===== src/rtl/sha1h_pkg.sv =====
// Shared types, constants and helper functions for the SHA-1 hash unit.
package sha1h_pkg;

  typedef struct packed {
    logic [31:0] data_word;
    logic [2:0]  byte_count;
    logic        last_word;
  } sha1h_in_t;

  typedef struct packed {
    logic [31:0] digest_word;
    logic        last_digest;
  } sha1h_out_t;

  typedef enum logic [2:0] {
    ST_IDLE,
    ST_PAD,
    ST_ZERO,
    ST_LENLO,
    ST_ROUND,
    ST_UPDATE,
    ST_OUT
  } sha1h_state_t;

  typedef enum logic [2:0] {
    SEL_IN,
    SEL_PAD,
    SEL_ZERO,
    SEL_LENHI,
    SEL_LENLO
  } sha1h_wsel_t;

  typedef enum logic [1:0] {
    PH_CH,
    PH_PAR1,
    PH_MAJ,
    PH_PAR2
  } sha1h_phase_t;

  typedef struct packed {
    logic         push;
    sha1h_wsel_t  wsel;
    logic         len_add;
    logic         round_en;
    sha1h_phase_t phase;
    logic         update;
    logic         restart;
    logic [2:0]   out_idx;
  } sha1h_cmd_t;

  typedef struct packed {
    logic block_full;
    logic at_len_slot;
  } sha1h_status_t;

  localparam logic [31:0] H_INIT [5] = '{
    32'h6745_2301, 32'hefcd_ab89, 32'h98ba_dcfe, 32'h1032_5476, 32'hc3d2_e1f0
  };

  localparam logic [31:0] K_CH   = 32'h5a82_7999;
  localparam logic [31:0] K_PAR1 = 32'h6ed9_eba1;
  localparam logic [31:0] K_MAJ  = 32'h8f1b_bcdc;
  localparam logic [31:0] K_PAR2 = 32'hca62_c1d6;

  localparam logic [7:0]  PAD_BYTE   = 8'h80;
  localparam logic [31:0] PAD_WORD   = {PAD_BYTE, 24'h00_0000};
  localparam logic [2:0]  FULL_BYTES = 3'd4;
  localparam logic [3:0]  LAST_SLOT  = 4'd15;
  localparam logic [3:0]  LEN_SLOT   = 4'd14;
  localparam logic [6:0]  LAST_ROUND = 7'd79;
  localparam logic [6:0]  PH1_START  = 7'd20;
  localparam logic [6:0]  PH2_START  = 7'd40;
  localparam logic [6:0]  PH3_START  = 7'd60;
  localparam logic [2:0]  LAST_IDX   = 3'd4;

  // Final word of a message holding fewer than four bytes: keep the valid
  // leading bytes and place the pad byte right after them.
  function automatic logic [31:0] pad_word(input logic [31:0] data,
                                           input logic [2:0]  nb);
    logic [31:0] w;
    unique case (nb)
      3'd0:    w = PAD_WORD;
      3'd1:    w = {data[31:24], PAD_BYTE, 16'h0000};
      3'd2:    w = {data[31:16], PAD_BYTE, 8'h00};
      3'd3:    w = {data[31:8], PAD_BYTE};
      default: w = data;
    endcase
    return w;
  endfunction

  // Message bits added by one input word.
  function automatic logic [5:0] len_incr(input logic [2:0] nb, input logic last);
    logic [5:0] v;
    if (!last || nb >= FULL_BYTES) begin
      v = 6'd32;
    end else begin
      v = {nb, 3'b000};
    end
    return v;
  endfunction

endpackage


===== src/rtl/sha1h_ctrl.sv =====
// Sequencing state machine for the SHA-1 hash unit: padding, rounds, digest output.
module sha1h_ctrl (
  input  logic                    clk,
  input  logic                    rst_n,
  input  logic                    in_valid,
  input  logic                    in_last,
  input  logic [2:0]              in_nb,
  input  logic                    out_stall,
  input  sha1h_pkg::sha1h_status_t status,
  output logic                    in_stall,
  output logic                    out_valid,
  output sha1h_pkg::sha1h_cmd_t   cmd
);

  sha1h_pkg::sha1h_state_t state_r, state_nxt;
  sha1h_pkg::sha1h_state_t ret_r, ret_nxt;
  sha1h_pkg::sha1h_state_t after;
  logic [6:0] cnt_r, cnt_nxt;
  logic [2:0] oidx_r, oidx_nxt;

  always_ff @(posedge clk) begin
    if (!rst_n) begin
      state_r <= sha1h_pkg::ST_IDLE;
      ret_r   <= sha1h_pkg::ST_IDLE;
      cnt_r   <= '0;
      oidx_r  <= '0;
    end else begin
      state_r <= state_nxt;
      ret_r   <= ret_nxt;
      cnt_r   <= cnt_nxt;
      oidx_r  <= oidx_nxt;
    end
  end

  // Next state. A push that completes a block detours through the rounds
  // and comes back to the state that would have followed.
  always_comb begin
    state_nxt = state_r;
    ret_nxt   = ret_r;
    after     = state_r;
    unique case (state_r)
      sha1h_pkg::ST_IDLE: begin
        if (!in_last) begin
          after = sha1h_pkg::ST_IDLE;
        end else if (in_nb >= sha1h_pkg::FULL_BYTES) begin
          after = sha1h_pkg::ST_PAD;
        end else begin
          after = sha1h_pkg::ST_ZERO;
        end
        if (in_valid) begin
          if (status.block_full) begin
            state_nxt = sha1h_pkg::ST_ROUND;
            ret_nxt   = after;
          end else begin
            state_nxt = after;
          end
        end
      end
      sha1h_pkg::ST_PAD: begin
        after = sha1h_pkg::ST_ZERO;
        if (status.block_full) begin
          state_nxt = sha1h_pkg::ST_ROUND;
          ret_nxt   = after;
        end else begin
          state_nxt = after;
        end
      end
      sha1h_pkg::ST_ZERO: begin
        after = sha1h_pkg::ST_ZERO;
        if (status.at_len_slot) begin
          state_nxt = sha1h_pkg::ST_LENLO;
        end else if (status.block_full) begin
          state_nxt = sha1h_pkg::ST_ROUND;
          ret_nxt   = after;
        end
      end
      sha1h_pkg::ST_LENLO: begin
        state_nxt = sha1h_pkg::ST_ROUND;
        ret_nxt   = sha1h_pkg::ST_OUT;
      end
      sha1h_pkg::ST_ROUND: begin
        if (cnt_r == sha1h_pkg::LAST_ROUND) begin
          state_nxt = sha1h_pkg::ST_UPDATE;
        end
      end
      sha1h_pkg::ST_UPDATE: begin
        state_nxt = ret_r;
      end
      sha1h_pkg::ST_OUT: begin
        if (!out_stall && oidx_r == sha1h_pkg::LAST_IDX) begin
          state_nxt = sha1h_pkg::ST_IDLE;
        end
      end
      default: begin
        state_nxt = sha1h_pkg::ST_IDLE;
      end
    endcase
  end

  always_comb begin
    cnt_nxt  = (state_r == sha1h_pkg::ST_ROUND) ? cnt_r + 7'd1 : '0;
    oidx_nxt = oidx_r;
    if (state_r == sha1h_pkg::ST_OUT && !out_stall) begin
      oidx_nxt = (oidx_r == sha1h_pkg::LAST_IDX) ? '0 : oidx_r + 3'd1;
    end
  end

  // Outputs and datapath commands.
  always_comb begin
    in_stall     = (state_r != sha1h_pkg::ST_IDLE);
    out_valid    = (state_r == sha1h_pkg::ST_OUT);
    cmd          = '0;
    cmd.wsel     = sha1h_pkg::SEL_IN;
    cmd.phase    = sha1h_pkg::PH_CH;
    cmd.out_idx  = oidx_r;
    if (cnt_r >= sha1h_pkg::PH3_START) begin
      cmd.phase = sha1h_pkg::PH_PAR2;
    end else if (cnt_r >= sha1h_pkg::PH2_START) begin
      cmd.phase = sha1h_pkg::PH_MAJ;
    end else if (cnt_r >= sha1h_pkg::PH1_START) begin
      cmd.phase = sha1h_pkg::PH_PAR1;
    end
    unique case (state_r)
      sha1h_pkg::ST_IDLE: begin
        cmd.push    = in_valid;
        cmd.len_add = in_valid;
      end
      sha1h_pkg::ST_PAD: begin
        cmd.push = 1'b1;
        cmd.wsel = sha1h_pkg::SEL_PAD;
      end
      sha1h_pkg::ST_ZERO: begin
        cmd.push = 1'b1;
        cmd.wsel = status.at_len_slot ? sha1h_pkg::SEL_LENHI : sha1h_pkg::SEL_ZERO;
      end
      sha1h_pkg::ST_LENLO: begin
        cmd.push = 1'b1;
        cmd.wsel = sha1h_pkg::SEL_LENLO;
      end
      sha1h_pkg::ST_ROUND: begin
        cmd.round_en = 1'b1;
      end
      sha1h_pkg::ST_UPDATE: begin
        cmd.update = 1'b1;
      end
      sha1h_pkg::ST_OUT: begin
        cmd.restart = !out_stall && (oidx_r == sha1h_pkg::LAST_IDX);
      end
      default: begin
        cmd.push = 1'b0;
      end
    endcase
  end

endmodule


===== src/rtl/sha1h_dp.sv =====
// Datapath of the SHA-1 hash unit: schedule shift line, round logic, chaining value.
module sha1h_dp (
  input  logic                     clk,
  input  logic                     rst_n,
  input  sha1h_pkg::sha1h_in_t     in_data,
  input  sha1h_pkg::sha1h_cmd_t    cmd,
  output sha1h_pkg::sha1h_status_t status,
  output logic [31:0]              digest_word
);

  logic [31:0] h_r [5];
  logic [31:0] sched_r [16];
  logic [31:0] a_r, b_r, c_r, d_r, e_r;
  logic [63:0] len_r;
  logic [3:0]  pos_r;

  logic [31:0] in_word;
  logic [31:0] push_word;
  logic [31:0] w_mix, w_new;
  logic [31:0] f, k, tmp;
  logic        fill;

  always_comb begin
    if (!in_data.last_word || in_data.byte_count >= sha1h_pkg::FULL_BYTES) begin
      in_word = in_data.data_word;
    end else begin
      in_word = sha1h_pkg::pad_word(in_data.data_word, in_data.byte_count);
    end
    unique case (cmd.wsel)
      sha1h_pkg::SEL_IN:    push_word = in_word;
      sha1h_pkg::SEL_PAD:   push_word = sha1h_pkg::PAD_WORD;
      sha1h_pkg::SEL_LENHI: push_word = len_r[63:32];
      sha1h_pkg::SEL_LENLO: push_word = len_r[31:0];
      default:              push_word = '0;
    endcase
  end

  // The schedule line always holds W[t] .. W[t+15] in slots 0 .. 15.
  assign w_mix = sched_r[13] ^ sched_r[8] ^ sched_r[2] ^ sched_r[0];
  assign w_new = {w_mix[30:0], w_mix[31]};

  always_comb begin
    unique case (cmd.phase)
      sha1h_pkg::PH_CH: begin
        f = (b_r & c_r) ^ (~b_r & d_r);
        k = sha1h_pkg::K_CH;
      end
      sha1h_pkg::PH_PAR1: begin
        f = b_r ^ c_r ^ d_r;
        k = sha1h_pkg::K_PAR1;
      end
      sha1h_pkg::PH_MAJ: begin
        f = (b_r & c_r) ^ (b_r & d_r) ^ (c_r & d_r);
        k = sha1h_pkg::K_MAJ;
      end
      default: begin
        f = b_r ^ c_r ^ d_r;
        k = sha1h_pkg::K_PAR2;
      end
    endcase
    tmp = {a_r[26:0], a_r[31:27]} + f + e_r + k + sched_r[0];
  end

  assign fill               = cmd.push && (pos_r == sha1h_pkg::LAST_SLOT);
  assign status.block_full  = (pos_r == sha1h_pkg::LAST_SLOT);
  assign status.at_len_slot = (pos_r == sha1h_pkg::LEN_SLOT);

  always_ff @(posedge clk) begin
    if (!rst_n) begin
      len_r <= '0;
      pos_r <= '0;
      for (int i = 0; i < 5; i++) begin
        h_r[i] <= sha1h_pkg::H_INIT[i];
      end
    end else begin
      if (cmd.restart) begin
        len_r <= '0;
        pos_r <= '0;
        for (int i = 0; i < 5; i++) begin
          h_r[i] <= sha1h_pkg::H_INIT[i];
        end
      end else begin
        if (cmd.len_add) begin
          len_r <= len_r + {58'd0, sha1h_pkg::len_incr(in_data.byte_count,
                                                       in_data.last_word)};
        end
        if (cmd.push) begin
          pos_r <= pos_r + 4'd1;
        end
        if (cmd.update) begin
          h_r[0] <= h_r[0] + a_r;
          h_r[1] <= h_r[1] + b_r;
          h_r[2] <= h_r[2] + c_r;
          h_r[3] <= h_r[3] + d_r;
          h_r[4] <= h_r[4] + e_r;
        end
      end
    end
  end

  always_ff @(posedge clk) begin
    if (cmd.push || cmd.round_en) begin
      for (int i = 0; i < 15; i++) begin
        sched_r[i] <= sched_r[i + 1];
      end
      sched_r[15] <= cmd.push ? push_word : w_new;
    end
    if (fill) begin
      a_r <= h_r[0];
      b_r <= h_r[1];
      c_r <= h_r[2];
      d_r <= h_r[3];
      e_r <= h_r[4];
    end else if (cmd.round_en) begin
      a_r <= tmp;
      b_r <= a_r;
      c_r <= {b_r[1:0], b_r[31:2]};
      d_r <= c_r;
      e_r <= d_r;
    end
  end

  always_comb begin
    unique case (cmd.out_idx)
      3'd1:    digest_word = h_r[1];
      3'd2:    digest_word = h_r[2];
      3'd3:    digest_word = h_r[3];
      3'd4:    digest_word = h_r[4];
      default: digest_word = h_r[0];
    endcase
  end

endmodule


===== src/rtl/sha1_hash_unit.sv =====
// Top level of the SHA-1 hash unit: controller and datapath joined by commands.
// Usage: the message enters as big-endian 32-bit words on the input channel
// (in_valid / in_stall / in_data), one word per transaction. A word with
// last_word set ends the message; its byte_count (0 to 4, larger values act
// as 4) gives the valid leading bytes. The unit appends standard SHA-1
// padding and the 64-bit bit length itself, adding an extra block when the
// length does not fit.
// Each completed 512-bit block runs 80 rounds, one round per cycle through
// a single round unit fed by a 16-word schedule shift line, followed by the
// chaining update. After the final word, the padding words are pushed one
// per cycle and one or two compressions follow before the first digest
// word is offered. The five digest words H0..H4 then appear as five
// transactions on the output channel (out_valid / out_stall / out_data),
// last_digest marking H4. The unit takes no input while it pads,
// compresses or presents the digest: in_stall is high throughout.
// When the receiver stalls, the current digest word is held unchanged.
// After H4 is taken the unit restarts from the initial hash value.
// Reset (rst_n low, synchronous) returns to the idle state with the
// initial hash value, a zero bit count and an empty block.
module sha1_hash_unit (
  input  logic                  clk,
  input  logic                  rst_n,
  input  logic                  in_valid,
  output logic                  in_stall,
  input  sha1h_pkg::sha1h_in_t  in_data,
  output logic                  out_valid,
  input  logic                  out_stall,
  output sha1h_pkg::sha1h_out_t out_data
);

  sha1h_pkg::sha1h_cmd_t    cmd;
  sha1h_pkg::sha1h_status_t status;
  logic [31:0]              digest_word;

  // The controller decides the padding sequence from the last word's flags.
  sha1h_ctrl u_ctrl (
    .clk       (clk),
    .rst_n     (rst_n),
    .in_valid  (in_valid),
    .in_last   (in_data.last_word),
    .in_nb     (in_data.byte_count),
    .out_stall (out_stall),
    .status    (status),
    .in_stall  (in_stall),
    .out_valid (out_valid),
    .cmd       (cmd)
  );

  sha1h_dp u_dp (
    .clk         (clk),
    .rst_n       (rst_n),
    .in_data     (in_data),
    .cmd         (cmd),
    .status      (status),
    .digest_word (digest_word)
  );

  // The digest word comes straight from the chaining registers, which do
  // not move while the output transaction waits.
  assign out_data.digest_word = digest_word;
  assign out_data.last_digest = (cmd.out_idx == sha1h_pkg::LAST_IDX);

endmodule


===== config.mk =====
export PLATFORM = sky130hd
export DESIGN_NAME = sha1_hash_unit
export DESIGN_NICKNAME = d
export VERILOG_FILES = /design/src/rtl/sha1h_pkg.sv /design/src/rtl/sha1h_ctrl.sv /design/src/rtl/sha1h_dp.sv /design/src/rtl/sha1_hash_unit.sv
export SDC_FILE = /design/constraint.sdc
export NUM_CORES = 2
export LEC_CHECK = 0
export ABC_AREA = 1
export BUFFER_PORTS_ARGS = -buffer_cell sky130_fd_sc_hd__clkbuf_2
export CORE_MARGIN = 5
export CORE_UTILIZATION = 50
export DETAILED_ROUTE_END_ITERATION = 10
export PLACE_DENSITY_LB_ADDON = 0.12
export SLEW_MARGIN = 40
export SYNTH_ARGS = -nofsm -noshare
export SYNTH_HDL_FRONTEND = slang
export SYNTH_HIERARCHICAL = 1
export SYNTH_SLANG_ARGS = --single-unit

===== constraint.sdc =====
create_clock -name clk -period 17 [get_ports clk]
set_clock_uncertainty 0.15 [all_clocks]
set_input_delay 0.85 -clock clk [delete_from_list [all_inputs] [get_ports clk]]
set_output_delay 0.85 -clock clk [all_outputs]
set_load 0.03 [all_outputs]

==> impl_table.tex <==
\begin{tabular}{lr}
\hline
Metric & Value \\
\hline
\multicolumn{2}{l}{\textbf{GRT}} \\
\quad First-pass GRT wire length & 261 mm \\
\quad Number of global-route vias before repair & 40000 \\
\quad Initial antenna violation count & 3 \\
\quad Pin count of the biggest net entering global routing & 120 \\
\quad Overall track demand over capacity in global routing & 32.8\% \\
\quad Overflow left after global routing & 0 \\
\multicolumn{2}{l}{\textbf{Timing}} \\
\quad Worst slew margin & 39.5\% \\
\quad Part of the cycle the worst path needs & 38.0\% \\
\quad Final hold viol count & 0 \\
\quad Slew @ Worst Pin & 0.904 ns \\
\quad Max Clock Freq & 155 MHz \\
\quad Final worst path period need & 6.47 ns \\
\quad Unrepaired setup endpoints after global routing & false \\
\quad Final Max Slew Viols & 0 \\
\quad Final setup vio count & 0 \\
\quad Sum of negative setup slack & 0 ns \\
\multicolumn{2}{l}{\textbf{Critical path}} \\
\quad Crit path arrival time & 6.76 ns \\
\quad CP required & 17.29 ns \\
\quad Nature of the critical path endpoint & register \\
\quad Category of the critical setup timing path & register to register \\
\quad Worst Setup Start Kind & register \\
\quad Peak fanout along the critical path & 33 \\
\multicolumn{2}{l}{\textbf{Clock network}} \\
\quad Post-CTS clock slew at the launch and capture registers of the worst setup and hold paths & 0.06 ns \\
\quad Post-CTS Hold Buffers & 0 \\
\quad Latest clock arrival within the worst-skew pair & 0.73 ns \\
\quad Maximum clock path buffer count & 3 \\
\quad Count of instances resized after the clock tree is built & 0 \\
\quad CTS tree & yes \\
\quad H-tree Lvls & 3 \\
\quad Clock sink count & 913 \\
\quad Cts bufs inserted & 99 \\
\quad Root Buffer & clkbuf\_16 \\
\quad Setup bufs post-CTS & 0 \\
\multicolumn{2}{l}{\textbf{Run}} \\
\quad Count of max-cap constraint violations & 0 \\
\multicolumn{2}{l}{\textbf{Logic synthesis}} \\
\quad Count of different cell masters after synthesis & 53 \\
\quad Post-synthesis area per instance & 9.11 um\^{}2 \\
\quad Post-synthesis cell type with the largest combined area & edfxtp\_1 \\
\quad Most used flip-flop cell after synthesis & edfxtp\_1 \\
\quad Gate Count Post-Synth & 5661 \\
\quad Sequential element share of the synthesized area & 51.6\% \\
\quad Fraction of synthesized cell area taken by the top area cell type & 48.4\% \\
\quad Synthesized net count & 6031 \\
\quad Async set or reset register ratio after synthesis & 0\% \\
\quad Most repeated cell in the gate-level netlist after synthesis & nand2\_1 \\
\quad Number of synthesized flops with an enable pin & 832 \\
\quad Seq cells post-synth & 913 \\
\quad Synth top area cells & edfxtp\_1 48\%, nand2\_1 9.7\%, inv\_1 6.2\% \\
\quad Number of warnings printed during yosys synthesis & 6 \\
\quad Ranking of synthesized cells by instance count & 1334 x nand2\_1, 851 x inv\_1, 832 x edfxtp\_1 \\
\quad Synthesized cell area & 0.0516 mm\^{}2 \\
\multicolumn{2}{l}{\textbf{Finish}} \\
\quad Total inserted antenna cells & 0 \\
\quad Fraction of layout instances using a drive strength above 1 & 5.86\% \\
\quad Total of fill cells in the finished design & 9371 \\
\quad Nets & 6140 \\
\quad Area growth, synth to finish & 10.6\% \\
\multicolumn{2}{l}{\textbf{Pwr}} \\
\quad Switching share of power & 34.1\% \\
\quad Pint & 4920 uW \\
\quad Peak supply drop & 0.119 mV \\
\quad PwrDens & 131 mW/mm\^{}2 \\
\quad Power share of the combinational group & 27.1\% \\
\quad Sw Pwr & 2540 uW \\
\quad Power share of the sequential group & 43.4\% \\
\quad Power consumption & 7460 uW \\
\quad Static leakage & 0.0232 uW \\
\quad Part of the total power dissipated in the clock network & 29.5\% \\
\multicolumn{2}{l}{\textbf{Floorplan}} \\
\quad \# IOs & 75 \\
\quad Row cnt & 117 \\
\quad Die Ht & 331 um \\
\quad X dimension of the die & 331 um \\
\quad Initial core utilization & 50.5\% \\
\quad CORE AREA & 0.102 mm\^{}2 \\
\quad Die area & 0.110 mm\^{}2 \\
\multicolumn{2}{l}{\textbf{Routing}} \\
\quad Routed wire length per instance & 25.1 um \\
\quad Routed via count & 41300 \\
\quad Wire length after detailed routing & 181 mm \\
\quad Number of search-and-repair iterations in the first detailed-routing pass & 7 \\
\quad Number of DRC markers in iteration 0 & 4531 \\
\quad Remaining routing DRC violations & 0 \\
\quad Antenna Violating Nets Remaining & 0 \\
\quad Via-per-instance ratio & 5.72 \\
\multicolumn{2}{l}{\textbf{Status}} \\
\quad Outcome & complete, no violations \\
\multicolumn{2}{l}{\textbf{Min path}} \\
\quad Hold Path Class & register to register \\
\multicolumn{2}{l}{\textbf{Placed design}} \\
\quad Number of I/O port buffers & 74 \\
\quad DP Wirelength & 141 mm \\
\quad Routability cong. & 1.02 \\
\hline
\end{tabular}
-- registers in the layout, summed over array words and instances (netlist names) --
signal,flops
u_ctrl/cnt_r,7
u_ctrl/oidx_r,3
u_ctrl/ret_r,3
u_ctrl/state_r,3
u_dp/a_r,32
u_dp/b_r,32
u_dp/c_r,32
u_dp/d_r,32
u_dp/e_r,32
u_dp/h_r,160
u_dp/len_r,61
u_dp/pos_r,4
u_dp/sched_r,512
-- worst max-delay path: stages, from the launching register on --
cell	delay, ns
dfxtp_1	0.40
inv_1	0.10
nor3_1	0.29
a211o_1	0.19
inv_1	0.07
ha_1	0.19
buf_4	0.26
nor2_1	0.23
inv_1	0.06
buf_4	0.28
o22ai_1	0.18
nor2_1	0.12
fa_1	0.50
inv_1	0.06
fa_1	0.58
inv_1	0.10
fa_1	0.50
inv_1	0.05
ha_1	0.43
nand2_1	0.16
inv_1	0.11
nand2_1	0.07
nor3_1	0.42
nand3_1	0.28
nand3_1	0.17
nand2_1	0.06
nand3_1	0.11
nand2_1	0.07
-- final cells by class --
class | instances | area, um^2 | share of cell area [%]
Sequential cell | 913 | 26600 | 46.7
Multi-Input combinational cell | 3784 | 21400 | 37.5
Inverter | 862 | 3240 | 5.67
Clock buffer | 115 | 2540 | 4.45
Tap cell | 1368 | 1710 | 3.00
Clock inverter | 69 | 801 | 1.40
Timing Repair Buffer | 110 | 762 | 1.34
-- cell families after synthesis --
logic type,count (synthesis),synth area share (%)
and+or+nand+nor,2386,19.4
AOI/OAI and AO/OA,946,10.0
adders and majority gates,330,9.84
buffers and inverters,964,7.10
xor gates and xnor gates,122,2.07
DFF,913,51.6
-- metal layers --
metal	global-route usage (%)	wire length, um	up-vias
met5	0	41	-
met4	19.7	13700	6
met3	5.58	13700	491
met2	53.4	83400	1916
met1	41.3	70400	19700
li1	-	-	19200
-- layout by cell type, fill, tap and decap left out, drive strengths merged, types with 13 or more instances in the layout --
cell type,instances
a21oi,357
a221oi,42
a31oi,17
buf,36
clkbuf,189
clkinv,50
dfxtp,81
edfxtp,832
fa,126
ha,204
inv,865
nand2,1343
nand3,333
nand3b,19
nand4,64
nor2,518
nor3,65
nor4,13
o21a,23
o21ai,419
o21bai,23
o22ai,44
or2,15
xnor2,72
xor2,50
-- final timing paths --
kind	from	to	slack [ns]	cells after the start
worst max-delay path	u_ctrl/cnt_r[3]$_SDFF_PN0_	u_dp/a_r[23]$_DFFE_PP_	10.53	27
worst min register to register	u_dp/sched_r[1][212]$_DFFE_PP_	u_dp/sched_r[1][180]$_DFFE_PP_	0.26	0
worst min-delay path	u_dp/sched_r[1][212]$_DFFE_PP_	u_dp/sched_r[1][180]$_DFFE_PP_	0.26	0
worst max register to register	u_ctrl/cnt_r[3]$_SDFF_PN0_	u_dp/a_r[23]$_DFFE_PP_	10.53	27
-- power by group through the flow --
stage	registers (uW)	logic, uW	clock network (uW)
final	3240	2020	2200
after global routing	3280	2250	2340
after CTS	3240	2010	2240
after detailed placement	3280	1990	0
after global placement	3270	1990	0
after floorplan	3330	1360	0
-- metrics by stage --
stage                     util [%]  hold WS (ns)  setup slack, ns  instances  instance area [um^2]
final                         55.8         0.256            10.53       7221                 57000
after global routing          55.8         0.268            10.17       7221                 57000
after CTS                     55.7         0.242            10.53       7219                 57000
after detailed placement      52.5         0.255            10.61       7035                 53600
after global placement        52.4         0.250            10.67       7032                 53500
after floorplan                  -         0.250             3.20       5661                 51600
Power figures use the tool's default switching activity.
